### config.mk
export PLATFORM = sky130hd
export DESIGN_NAME = sha256_byte_stream_hasher
export DESIGN_NICKNAME = d
export VERILOG_FILES = /design/src/rtl/sha_pkg.sv /design/src/rtl/sha256_byte_stream_hasher.sv
export SDC_FILE = /design/constraint.sdc
export NUM_CORES = 2
export LEC_CHECK = 0
export BUFFER_PORTS_ARGS = -buffer_cell sky130_fd_sc_hd__buf_2
export CORE_MARGIN = 2
export CORE_UTILIZATION = 40
export DETAILED_ROUTE_END_ITERATION = 6
export GPL_TIMING_DRIVEN = 0
export PLACE_DENSITY = 0.58
export SLEW_MARGIN = 20
export SYNTH_ARGS = -nofsm -noshare
export SYNTH_HDL_FRONTEND = slang
export SYNTH_SLANG_ARGS = --single-unit
### constraint.sdc
create_clock -name i_clk -period 9.7 [get_ports i_clk]
set_input_delay 0.97 -clock i_clk [delete_from_list [all_inputs] [get_ports i_clk]]
set_output_delay 0.97 -clock i_clk [all_outputs]
set_load 0.01 [all_outputs]
### src/rtl/sha_pkg.sv
// ----------------------------------------------------------------------------
// sha_pkg
// Constants and the rotate helper shared by the SHA-256 byte stream hasher.
// ----------------------------------------------------------------------------
package sha_pkg;
    localparam int unsigned NumRounds = 64;
    localparam int unsigned BlockBytes = 64;
    localparam logic [7:0] PadByte = 8'h80;
    localparam logic [5:0] LenPos = 6'd56;

    localparam logic [31:0] RoundK [64] = '{
        32'h428a2f98, 32'h71374491, 32'hb5c0fbcf, 32'he9b5dba5,
        32'h3956c25b, 32'h59f111f1, 32'h923f82a4, 32'hab1c5ed5,
        32'hd807aa98, 32'h12835b01, 32'h243185be, 32'h550c7dc3,
        32'h72be5d74, 32'h80deb1fe, 32'h9bdc06a7, 32'hc19bf174,
        32'he49b69c1, 32'hefbe4786, 32'h0fc19dc6, 32'h240ca1cc,
        32'h2de92c6f, 32'h4a7484aa, 32'h5cb0a9dc, 32'h76f988da,
        32'h983e5152, 32'ha831c66d, 32'hb00327c8, 32'hbf597fc7,
        32'hc6e00bf3, 32'hd5a79147, 32'h06ca6351, 32'h14292967,
        32'h27b70a85, 32'h2e1b2138, 32'h4d2c6dfc, 32'h53380d13,
        32'h650a7354, 32'h766a0abb, 32'h81c2c92e, 32'h92722c85,
        32'ha2bfe8a1, 32'ha81a664b, 32'hc24b8b70, 32'hc76c51a3,
        32'hd192e819, 32'hd6990624, 32'hf40e3585, 32'h106aa070,
        32'h19a4c116, 32'h1e376c08, 32'h2748774c, 32'h34b0bcb5,
        32'h391c0cb3, 32'h4ed8aa4a, 32'h5b9cca4f, 32'h682e6ff3,
        32'h748f82ee, 32'h78a5636f, 32'h84c87814, 32'h8cc70208,
        32'h90befffa, 32'ha4506ceb, 32'hbef9a3f7, 32'hc67178f2
    };

    localparam logic [31:0] InitH [8] = '{
        32'h6a09e667, 32'hbb67ae85, 32'h3c6ef372, 32'ha54ff53a,
        32'h510e527f, 32'h9b05688c, 32'h1f83d9ab, 32'h5be0cd19
    };

    function automatic logic [31:0] rotr(input logic [31:0] x, input int unsigned n);
        rotr = (x >> n) | (x << (32 - n));
    endfunction
endpackage

### src/rtl/sha256_byte_stream_hasher.sv
// ----------------------------------------------------------------------------
// SHA-256 byte stream hasher
// Absorbs a message byte by byte, compresses each full 64-byte block with one
// round unit, pads on finish and streams the eight digest words.
// ----------------------------------------------------------------------------
// channel  dir  signals
// in       in   i_valid/o_ready, i_kind, i_data_byte
// out      out  o_valid/i_ready, o_digest_word, o_word_index, o_last_word
// A data byte is written into the schedule window; a byte that fills the block
// also runs the rounds and the chaining add, all through the single round unit.
// Finish: pad bytes are pushed one a cycle, compressing 1 or 2 blocks, then
// 8 output beats. Not ready while busy. Synchronous active-low reset restores
// the initial hash values; the message schedule window is not cleared.
module sha256_byte_stream_hasher (
    input  logic        i_clk,
    input  logic        i_rst_n,
    input  logic        i_valid,
    output logic        o_ready,
    input  logic        i_kind,
    input  logic [7:0]  i_data_byte,
    output logic        o_valid,
    input  logic        i_ready,
    output logic [31:0] o_digest_word,
    output logic [2:0]  o_word_index,
    output logic        o_last_word
);
    typedef enum logic [2:0] {S_IDLE, S_PAD, S_ROUND, S_ADD, S_OUT} t_state;

    t_state      r_state;
    logic [31:0] r_h [8];
    logic [31:0] r_v [8];
    logic [31:0] r_w [16];
    logic [5:0]  r_fill;
    logic [60:0] r_total;
    logic [63:0] r_bits;
    logic        r_fin;
    logic        r_len;
    logic [5:0]  r_rnd;
    logic [2:0]  r_oidx;

    logic [7:0]  pad_byte;
    logic [31:0] wt, s0, s1, w_new, t1, t2, e, a;
    logic        wr_en;
    logic [7:0]  wr_byte;
    logic        load_blk;

    // length bytes go only into the block that ends the padding
    always_comb begin
        if (r_len && r_fill >= sha_pkg::LenPos)
            pad_byte = r_bits[63:56];
        else
            pad_byte = 8'h00;
    end

    always_comb begin
        e = r_v[4];
        a = r_v[0];
        wt = r_w[0];
        s0 = sha_pkg::rotr(r_w[1], 7) ^ sha_pkg::rotr(r_w[1], 18) ^ (r_w[1] >> 3);
        s1 = sha_pkg::rotr(r_w[14], 17) ^ sha_pkg::rotr(r_w[14], 19) ^ (r_w[14] >> 10);
        w_new = r_w[0] + s0 + r_w[9] + s1;
        t1 = r_v[7] + (sha_pkg::rotr(e, 6) ^ sha_pkg::rotr(e, 11) ^ sha_pkg::rotr(e, 25))
           + ((e & r_v[5]) ^ (~e & r_v[6])) + sha_pkg::RoundK[r_rnd] + wt;
        t2 = (sha_pkg::rotr(a, 2) ^ sha_pkg::rotr(a, 13) ^ sha_pkg::rotr(a, 22))
           + ((a & r_v[1]) ^ (a & r_v[2]) ^ (r_v[1] & r_v[2]));
    end

    assign o_ready = (r_state == S_IDLE);
    assign o_valid = (r_state == S_OUT);
    assign o_digest_word = r_h[r_oidx];
    assign o_word_index = r_oidx;
    assign o_last_word = (r_oidx == 3'd7);

    // Byte write into the schedule window.
    always_comb begin
        wr_en = 1'b0;
        wr_byte = i_data_byte;
        if (r_state == S_IDLE && i_valid && !i_kind) begin
            wr_en = 1'b1;
        end else if (r_state == S_PAD) begin
            wr_en = 1'b1;
            wr_byte = r_fin ? pad_byte : sha_pkg::PadByte;
        end
    end

    assign load_blk = wr_en && r_fill == 6'd63;

    always_ff @(posedge i_clk) begin
        if (!i_rst_n) begin
            r_state <= S_IDLE;
            for (int i = 0; i < 8; i++) begin
                r_h[i] <= sha_pkg::InitH[i];
            end
            r_fill <= '0;
            r_total <= '0;
            r_fin <= 1'b0;
            r_len <= 1'b0;
            r_rnd <= '0;
            r_oidx <= '0;
        end else begin
            unique case (r_state)
                S_IDLE: begin
                    if (i_valid) begin
                        if (i_kind) begin
                            r_bits <= {r_total, 3'b000};
                            r_fin <= 1'b0;
                            r_len <= (r_fill < sha_pkg::LenPos);
                            r_state <= S_PAD;
                        end else begin
                            r_total <= r_total + 61'd1;
                            r_fill <= r_fill + 6'd1;
                            if (r_fill == 6'd63) begin
                                r_state <= S_ROUND;
                            end
                        end
                    end
                end
                S_PAD: begin
                    // first pad beat writes 0x80, then zeros, then length bytes in the last block
                    r_fin <= 1'b1;
                    r_fill <= r_fill + 6'd1;
                    if (r_fin && r_len && r_fill >= sha_pkg::LenPos) begin
                        r_bits <= {r_bits[55:0], 8'h00};
                    end
                    if (r_fill == 6'd63) begin
                        r_state <= S_ROUND;
                    end
                end
                S_ROUND: begin
                    for (int i = 0; i < 15; i++) begin
                        r_w[i] <= r_w[i+1];
                    end
                    r_w[15] <= w_new;
                    r_v[7] <= r_v[6];
                    r_v[6] <= r_v[5];
                    r_v[5] <= e;
                    r_v[4] <= r_v[3] + t1;
                    r_v[3] <= r_v[2];
                    r_v[2] <= r_v[1];
                    r_v[1] <= a;
                    r_v[0] <= t1 + t2;
                    r_rnd <= r_rnd + 6'd1;
                    if (r_rnd == 6'd63) begin
                        r_state <= S_ADD;
                    end
                end
                S_ADD: begin
                    for (int i = 0; i < 8; i++) begin
                        r_h[i] <= r_h[i] + r_v[i];
                    end
                    if (!r_fin) begin
                        r_state <= S_IDLE;
                    end else if (r_len) begin
                        r_oidx <= '0;
                        r_state <= S_OUT;
                    end else begin
                        r_len <= 1'b1;
                        r_state <= S_PAD;
                    end
                end
                S_OUT: begin
                    if (i_ready) begin
                        r_oidx <= r_oidx + 3'd1;
                        if (r_oidx == 3'd7) begin
                            for (int i = 0; i < 8; i++) begin
                                r_h[i] <= sha_pkg::InitH[i];
                            end
                            r_fill <= '0;
                            r_total <= '0;
                            r_fin <= 1'b0;
                            r_len <= 1'b0;
                            r_state <= S_IDLE;
                        end
                    end
                end
                default: r_state <= S_IDLE;
            endcase
            if (r_state != S_ROUND && r_state != S_ADD) begin
                r_rnd <= '0;
            end
            if (wr_en) begin
                r_w[r_fill[5:2]][8*(3 - r_fill[1:0]) +: 8] <= wr_byte;
            end
            // a full block starts from the current chaining words
            if (load_blk) begin
                for (int i = 0; i < 8; i++) begin
                    r_v[i] <= r_h[i];
                end
            end
        end
    end
endmodule

==> Yosys cells after proc, flatten, opt, wreduce, memory -nomap -nowiden <==
Memories as Yosys holds them, arrays and structs flattened. A register that Yosys moved wholly into a read port is not among the register bits.
Cells that the tools add are included.
W data, S select, Z words.
{ "op_classes": {"n_addsub": 24, "eq_ne": 18, "n_bitwise": 53, "shifts": 2, "n_lt_le_gt_ge": 3, "muxes": 91, "reduce_logical": 23} }
{ "op_table": {"columns": ["operator", "n"], "rows": [
  ["$mux W32", 29],
  ["$add A32 B32 Y32", 18],
  ["$xor A32 B32 Y32", 9],
  ["$mux W61", 4],
  ["$mux W64", 3],
  ["$and A32 B32 Y32", 5],
  ["$pmux W64 S2", 1],
  ["$pmux W61 S2", 1],
  ["$add A61 B1 Y61 const B", 1],
  ["$mux W3", 13],
  ["$neg A32 Y34", 1],
  ["$shift A8 B34 Y32 const A", 1],
  ["$shiftx A8 B34 Y32", 1],
  ["$mux W8", 4],
  ["$not A32 Y32", 1],
  ["$or A10 B32 Y32", 1],
  ["$or A13 B32 Y32", 1],
  ["$or A14 B32 Y32", 1],
  ["$or A15 B32 Y32", 1],
  ["$or A19 B32 Y32", 1],
  ["$or A21 B32 Y32", 1],
  ["$or A25 B32 Y32", 1],
  ["$or A26 B32 Y32", 1],
  ["$or A30 B32 Y32", 1],
  ["other kinds (36)", 113]
]} }
{ "word_totals": {"mem_bits_rw": 1024, "rom_bits": 2048, "word_cells": 226, "memories": 4, "regBits": 145} }
{ "memory_table": {"columns": ["name", "words", "width", "rd", "rd_clocked_by_memory_dff", "write_ports", "line_no", "source"], "rows": [
  ["(no name shown)", 64, 32, 1, 0, 0, "sha256_byte_stream_hasher.sv:63", "+ ((e & r_v[5]) ^ (~e & r_v[6])) + sha_pkg::RoundK[r_rnd] + wt;"],
  ["r_w", 16, 32, 16, 0, 16, "sha256_byte_stream_hasher.sv:32", "logic [31:0] r_w [16];"],
  ["r_h", 8, 32, 9, 1, 8, "sha256_byte_stream_hasher.sv:30", "logic [31:0] r_h [8];"],
  ["r_v", 8, 32, 8, 0, 8, "sha256_byte_stream_hasher.sv:31", "logic [31:0] r_v [8];"]
]} }

==> Depth between registers and ports, before layout <==
{ "depth": {"word_depth": 9, "depth_mapped": 41, "ltp_nobuf": 39} }

==> Least setup slack after synthesis <==
Ideal clock, no wire load.
{ "synth_path": {"path_kind": "register to register", "startpoint": "register r_rnd[2]", "endpoint": "memory r_v[0][24], data pin", "required_ns": 9.430, "setup_ns": 0.270, "n_path_buf": 4, "arrival_time_ns": 8.224, "slack_ns": 1.205, "stages_incl_launch_ff": 37, "path_cell_list": "dfxtp_1 clkbuf_1 inv_1 clkbuf_1 clkbuf_1 buf_1 ha_1 nand2_1 o311ai_0 o21ai_0 a21o_1 fa_1 inv_1 fa_1 fa_1 inv_1 ha_1 fa_1 a211oi_1 o21ai_1 o21ai_1 nand2_1 a21o_1 a21oi_1 xnor2_1 fa_1 ha_1 a21o_1 a21oi_1 o21ai_0 a31o_2 a2111oi_1 o21bai_1 a21oi_1 o21a_1 xor2_1 a21oi_1"} }
{ "synth_lines": {"columns": ["item", "line_no", "source"], "rows": [
  ["from (decl)", "sha256_byte_stream_hasher.sv:38", "logic [5:0] r_rnd;"],
  ["from (signal assigned)", "sha256_byte_stream_hasher.sv:142", "r_rnd <= r_rnd + 6'd1;"],
  ["to (decl)", "sha256_byte_stream_hasher.sv:31", null]
]} }

==> flow_results.xml <==
<?xml version="1.0" encoding="UTF-8"?>
<metrics>
  <group name="status">
    <metric name="result_of_the_run" unit="">complete, no violations</metric>
  </group>
  <group name="logic_synthesis">
    <metric name="synth_async_sr_flop_share" unit="%">0</metric>
    <metric name="synth_area_per_cell" unit="sq um">9.580</metric>
    <metric name="synthMostInstantiatedCell" unit="">sky130_fd_sc_hd__nand2_1</metric>
    <metric name="synth_enable_flop_cells" unit="">957</metric>
    <metric name="mappedNetlistArea" unit="sq um">75740</metric>
    <metric name="number_of_nets_in_the_synthesized_netlist" unit="">8515</metric>
    <metric name="synthesis.yosys.warnings" unit="">0</metric>
    <metric name="synth_ff_type" unit="">sky130_fd_sc_hd__edfxtp_1</metric>
    <metric name="largest_cells_by_area_after_synthesis" unit="">sky130_fd_sc_hd__edfxtp_1 (38%), sky130_fd_sc_hd__nand2_1 (9.2%), sky130_fd_sc_hd__ha_1 (6.6%), sky130_fd_sc_hd__dfxtp_1 (5.6%), sky130_fd_sc_hd__fa_1 (5.2%)</metric>
    <metric name="synthDominantCellAreaShare" unit="%">37.94</metric>
    <metric name="seq_area_frac_synth" unit="%">43.55</metric>
    <metric name="synth_seq_cells" unit="">1169</metric>
    <metric name="ys_top_cells_by_count" unit="">sky130_fd_sc_hd__nand2_1 (1848), sky130_fd_sc_hd__edfxtp_1 (957), sky130_fd_sc_hd__o21ai_0 (767)</metric>
    <metric name="yosys.cell_types.count" unit="">99</metric>
    <metric name="synth_top_cell_by_area" unit="">sky130_fd_sc_hd__edfxtp_1</metric>
    <metric name="gate_count_of_the_mapped_netlist" unit="">7906</metric>
  </group>
  <group name="final_layout">
    <metric name="area.sequential" unit="sq um">32990</metric>
    <metric name="post_route_cells_drive_above_1_share" unit="%">6.876</metric>
    <metric name="area_growth" unit="%">11.40</metric>
    <metric name="multi_input_comb_area" unit="sq um">40520</metric>
    <metric name="filler_cell_count" unit="">18090</metric>
    <metric name="utilization" unit="%">44.88</metric>
    <metric name="layout.nets" unit="">8723</metric>
  </group>
  <group name="power_and_ir_drop">
    <metric name="p_comb_share" unit="%">6.6</metric>
    <metric name="power" unit="mW">11.60</metric>
    <metric name="power_density" unit="nW/um^2">137.5</metric>
    <metric name="vdd_drop_max" unit="mV">0.1238</metric>
    <metric name="p_seq_share" unit="%">47.2</metric>
    <metric name="leakage" unit="nW">33.06</metric>
    <metric name="p_sw_share" unit="%">24.93</metric>
    <metric name="power.share.clock" unit="%">46.2</metric>
    <metric name="total_switching_power" unit="mW">2.892</metric>
    <metric name="cell_internal_pwr" unit="mW">8.707</metric>
  </group>
  <group name="grt">
    <metric name="grt_antenna_before_repair" unit="">13</metric>
    <metric name="grt_use_total" unit="%">28.95</metric>
    <metric name="final_global_route_overflow_total" unit="">0</metric>
    <metric name="largest_net_degree_at_the_start_of_global_routing" unit="">62</metric>
    <metric name="first_global_vias" unit="">59670</metric>
    <metric name="grt_pass1_wl" unit="mm">408.5</metric>
  </group>
  <group name="drt">
    <metric name="drcViolationCount" unit="">0</metric>
    <metric name="vias_per_cell" unit="">5.817</metric>
    <metric name="via_count" unit="">62410</metric>
    <metric name="initialDrtViolationCount" unit="">7104</metric>
    <metric name="antenna_left" unit="">0</metric>
    <metric name="route.final.wire_length" unit="mm">284.0</metric>
    <metric name="drt-pass1-iter-count" unit="">6</metric>
    <metric name="routedWlPerCell" unit="um">26.47</metric>
  </group>
  <group name="die">
    <metric name="fp.dieH" unit="um">439.1</metric>
    <metric name="fp.dieW" unit="um">439.1</metric>
    <metric name="fp.coreArea" unit="sq um">188000</metric>
    <metric name="placement_rows" unit="">159</metric>
    <metric name="floorplan.die_area" unit="sq um">192800</metric>
    <metric name="top_level_ports" unit="">51</metric>
    <metric name="initial_core_util" unit="%">40.29</metric>
  </group>
  <group name="sta">
    <metric name="finalWorstPathRequiredPeriod" unit="ps">9312</metric>
    <metric name="worst_pin_slew" unit="ps">1327</metric>
    <metric name="timing.final.max_slew_violations" unit="">0</metric>
    <metric name="finalHoldWorstSlack" unit="ps">484.5</metric>
    <metric name="setup_ws" unit="ps">387.8</metric>
    <metric name="max_freq" unit="GHz">0.1074</metric>
    <metric name="max_slew_margin" unit="%">10.85</metric>
    <metric name="rsz0062_at_grt" unit="">true</metric>
    <metric name="worst_clock_skew" unit="ps">74.59</metric>
    <metric name="timing.final.setup_violations" unit="">0</metric>
    <metric name="timing_hold_violations_final" unit="">0</metric>
    <metric name="final_min_period_over_clock_period" unit="%">96.00</metric>
    <metric name="setup_tns" unit="ps">0</metric>
  </group>
  <group name="clock_tree">
    <metric name="tritoncts_num_sinks" unit="">1169</metric>
    <metric name="clock_buffer_count_from_cts" unit="">141</metric>
    <metric name="clockRootBuffer" unit="">sky130_fd_sc_hd__clkbuf_16</metric>
    <metric name="tritoncts" unit="">done</metric>
    <metric name="worst_skew_pair.late_latency" unit="ps">840</metric>
    <metric name="clk_transition_reported_paths" unit="ps">60</metric>
    <metric name="cts-root-to-sink-buffers" unit="">3</metric>
    <metric name="htree_levels" unit="">4</metric>
  </group>
  <group name="placement">
    <metric name="io_buffer_count" unit="">50</metric>
    <metric name="globalplace.congestion" unit="">0.9930</metric>
    <metric name="detailedPlacementHpwl" unit="mm">220.2</metric>
    <metric name="place_ws" unit="ps">-1813</metric>
  </group>
  <group name="flow_run">
    <metric name="cap_viol_max_count" unit="">0</metric>
  </group>
  <group name="worst_setup_path">
    <metric name="criticalPathCategory" unit="">flop to flop</metric>
    <metric name="critical_path.max_stage_delay" unit="ps">530</metric>
    <metric name="critical_path.slowest_cell" unit="">sky130_fd_sc_hd__fa_1</metric>
    <metric name="critPathRequiredTime" unit="ps">10220</metric>
    <metric name="kind_of_end_point_of_the_critical_path" unit="">flop</metric>
    <metric name="worstPathArrival" unit="ps">9830</metric>
    <metric name="worst_path_most_repeated_cell" unit="">sky130_fd_sc_hd__fa_1</metric>
    <metric name="crit_path_max_fanout" unit="">16</metric>
    <metric name="timing.critical_path.from_type" unit="">flop</metric>
  </group>
  <group name="hold_path">
    <metric name="worst_hold_path_type" unit="">flop to flop</metric>
  </group>
</metrics>
## critical path, delay by kind of cell (launching register included)
kind | cells | cell delay [ps]
AOI/OAI and AO/OA | 16 | 3380
buffers and inverters | 6 | 990
DFF | 1 | 420
adders and majority gates | 7 | 3070
xor gates and xnor gates | 2 | 380
and+or+nand+nor | 3 | 780
## stage by stage
stage	std cells	instance area, sq um
after detailed placement	10470	79510
after floorplan	7906	75740
after CTS	10730	84270
final	10730	84370
after global routing	10730	84370
after global placement	10450	79110
## state kept, by name (all words and copies together), names as in the netlist, 6 cells and up, named ones only
| signal | flops |
|---|---|
| r_h | 256 |
| r_total | 61 |
| r_bits | 61 |
| r_fill | 6 |
| r_rnd | 6 |
| r_v | 256 |
| r_w | 512 |
## power by group through the flow
| stage | sequential, mW | combinational (mW) | clock (mW) |
|---|---|---|---|
| CTS | 5.47 | 0.761 | 5.42 |
| global placement | 5.58 | 0.737 | 0 |
| finish | 5.47 | 0.769 | 5.36 |
| detailed placement | 5.58 | 0.751 | 0 |
| global route | 5.47 | 0.840 | 5.60 |
| floorplan | 5.55 | 0.516 | 0 |
## layer usage
layer  up-vias  global-route usage [%]  part of all wire (%)
met3       661                   5.213                   8.1
met1     30600                   37.88                    41
met4         4                   14.48                   5.8
met5         -                       0                0.0095
met2      2783                   46.06                    45
li1      28360                       -                     -
## cells in the final DEF, fill, tap and decap left out, drive strengths merged, types with 64 or more instances in the layout
cell type,instances
a21o,175
inv,235
nor3,89
a21oi,464
xnor2,421
dfxtp,212
xor2,188
nand3,109
nand2,1849
mux4,71
o21ai,773
and3,66
ha,401
edfxtp,957
buf,99
clkinv,64
fa,195
clkbuf,561
nor2,393
## final timing paths
check / slack, ps / start / depth (start not counted) / end
setup / recovery: 390 / r_rnd[2]$_SDFFE_PP0N_ / 34 / r_v[0][24]$_DFFE_PP_
hold / removal: 480 / r_w[6][28]$_DFFE_PP_ / 2 / r_w[5][28]$_DFFE_PP_
setup reg to reg: 390 / r_rnd[2]$_SDFFE_PP0N_ / 34 / r_v[0][24]$_DFFE_PP_
hold reg to reg: 480 / r_w[6][28]$_DFFE_PP_ / 2 / r_w[5][28]$_DFFE_PP_
## cells by family after synthesis
logic type | after synthesis | synth area share (%)
AND/OR/NAND/NOR | 2824 | 15.81
AO/OA/AOI/OAI | 1875 | 14.83
flip-flops | 1169 | 43.55
buffers and inverters | 646 | 3.223
adder cells (fa/ha/maj) | 626 | 12.18
XOR/XNOR | 611 | 7.102
multiplexers | 155 | 3.312
## area by class of cell
| class | count | area share [%] |
|---|---|---|
| inverter | 233 | 1.059 |
| multi-input combinational | 6091 | 48.03 |
| antenna | 2 | 0.005932 |
| clock inverter | 79 | 0.9713 |
| tap | 2495 | 3.700 |
| sequential | 1169 | 39.10 |
| clock buffer | 182 | 4.513 |
| buffer | 409 | 1.925 |
| timing repair buffer | 69 | 0.6985 |
## repair_timing
action                     4_1_cts  5_1_grt
setup buffers                    0        3
hold buffers                     0        0
pin swaps                        0        1
hold endpoints to repair         0        0
resized for setup               55       35
setup endpoints to repair       34       18
Note: power is estimated with default switching activity, not from simulation.
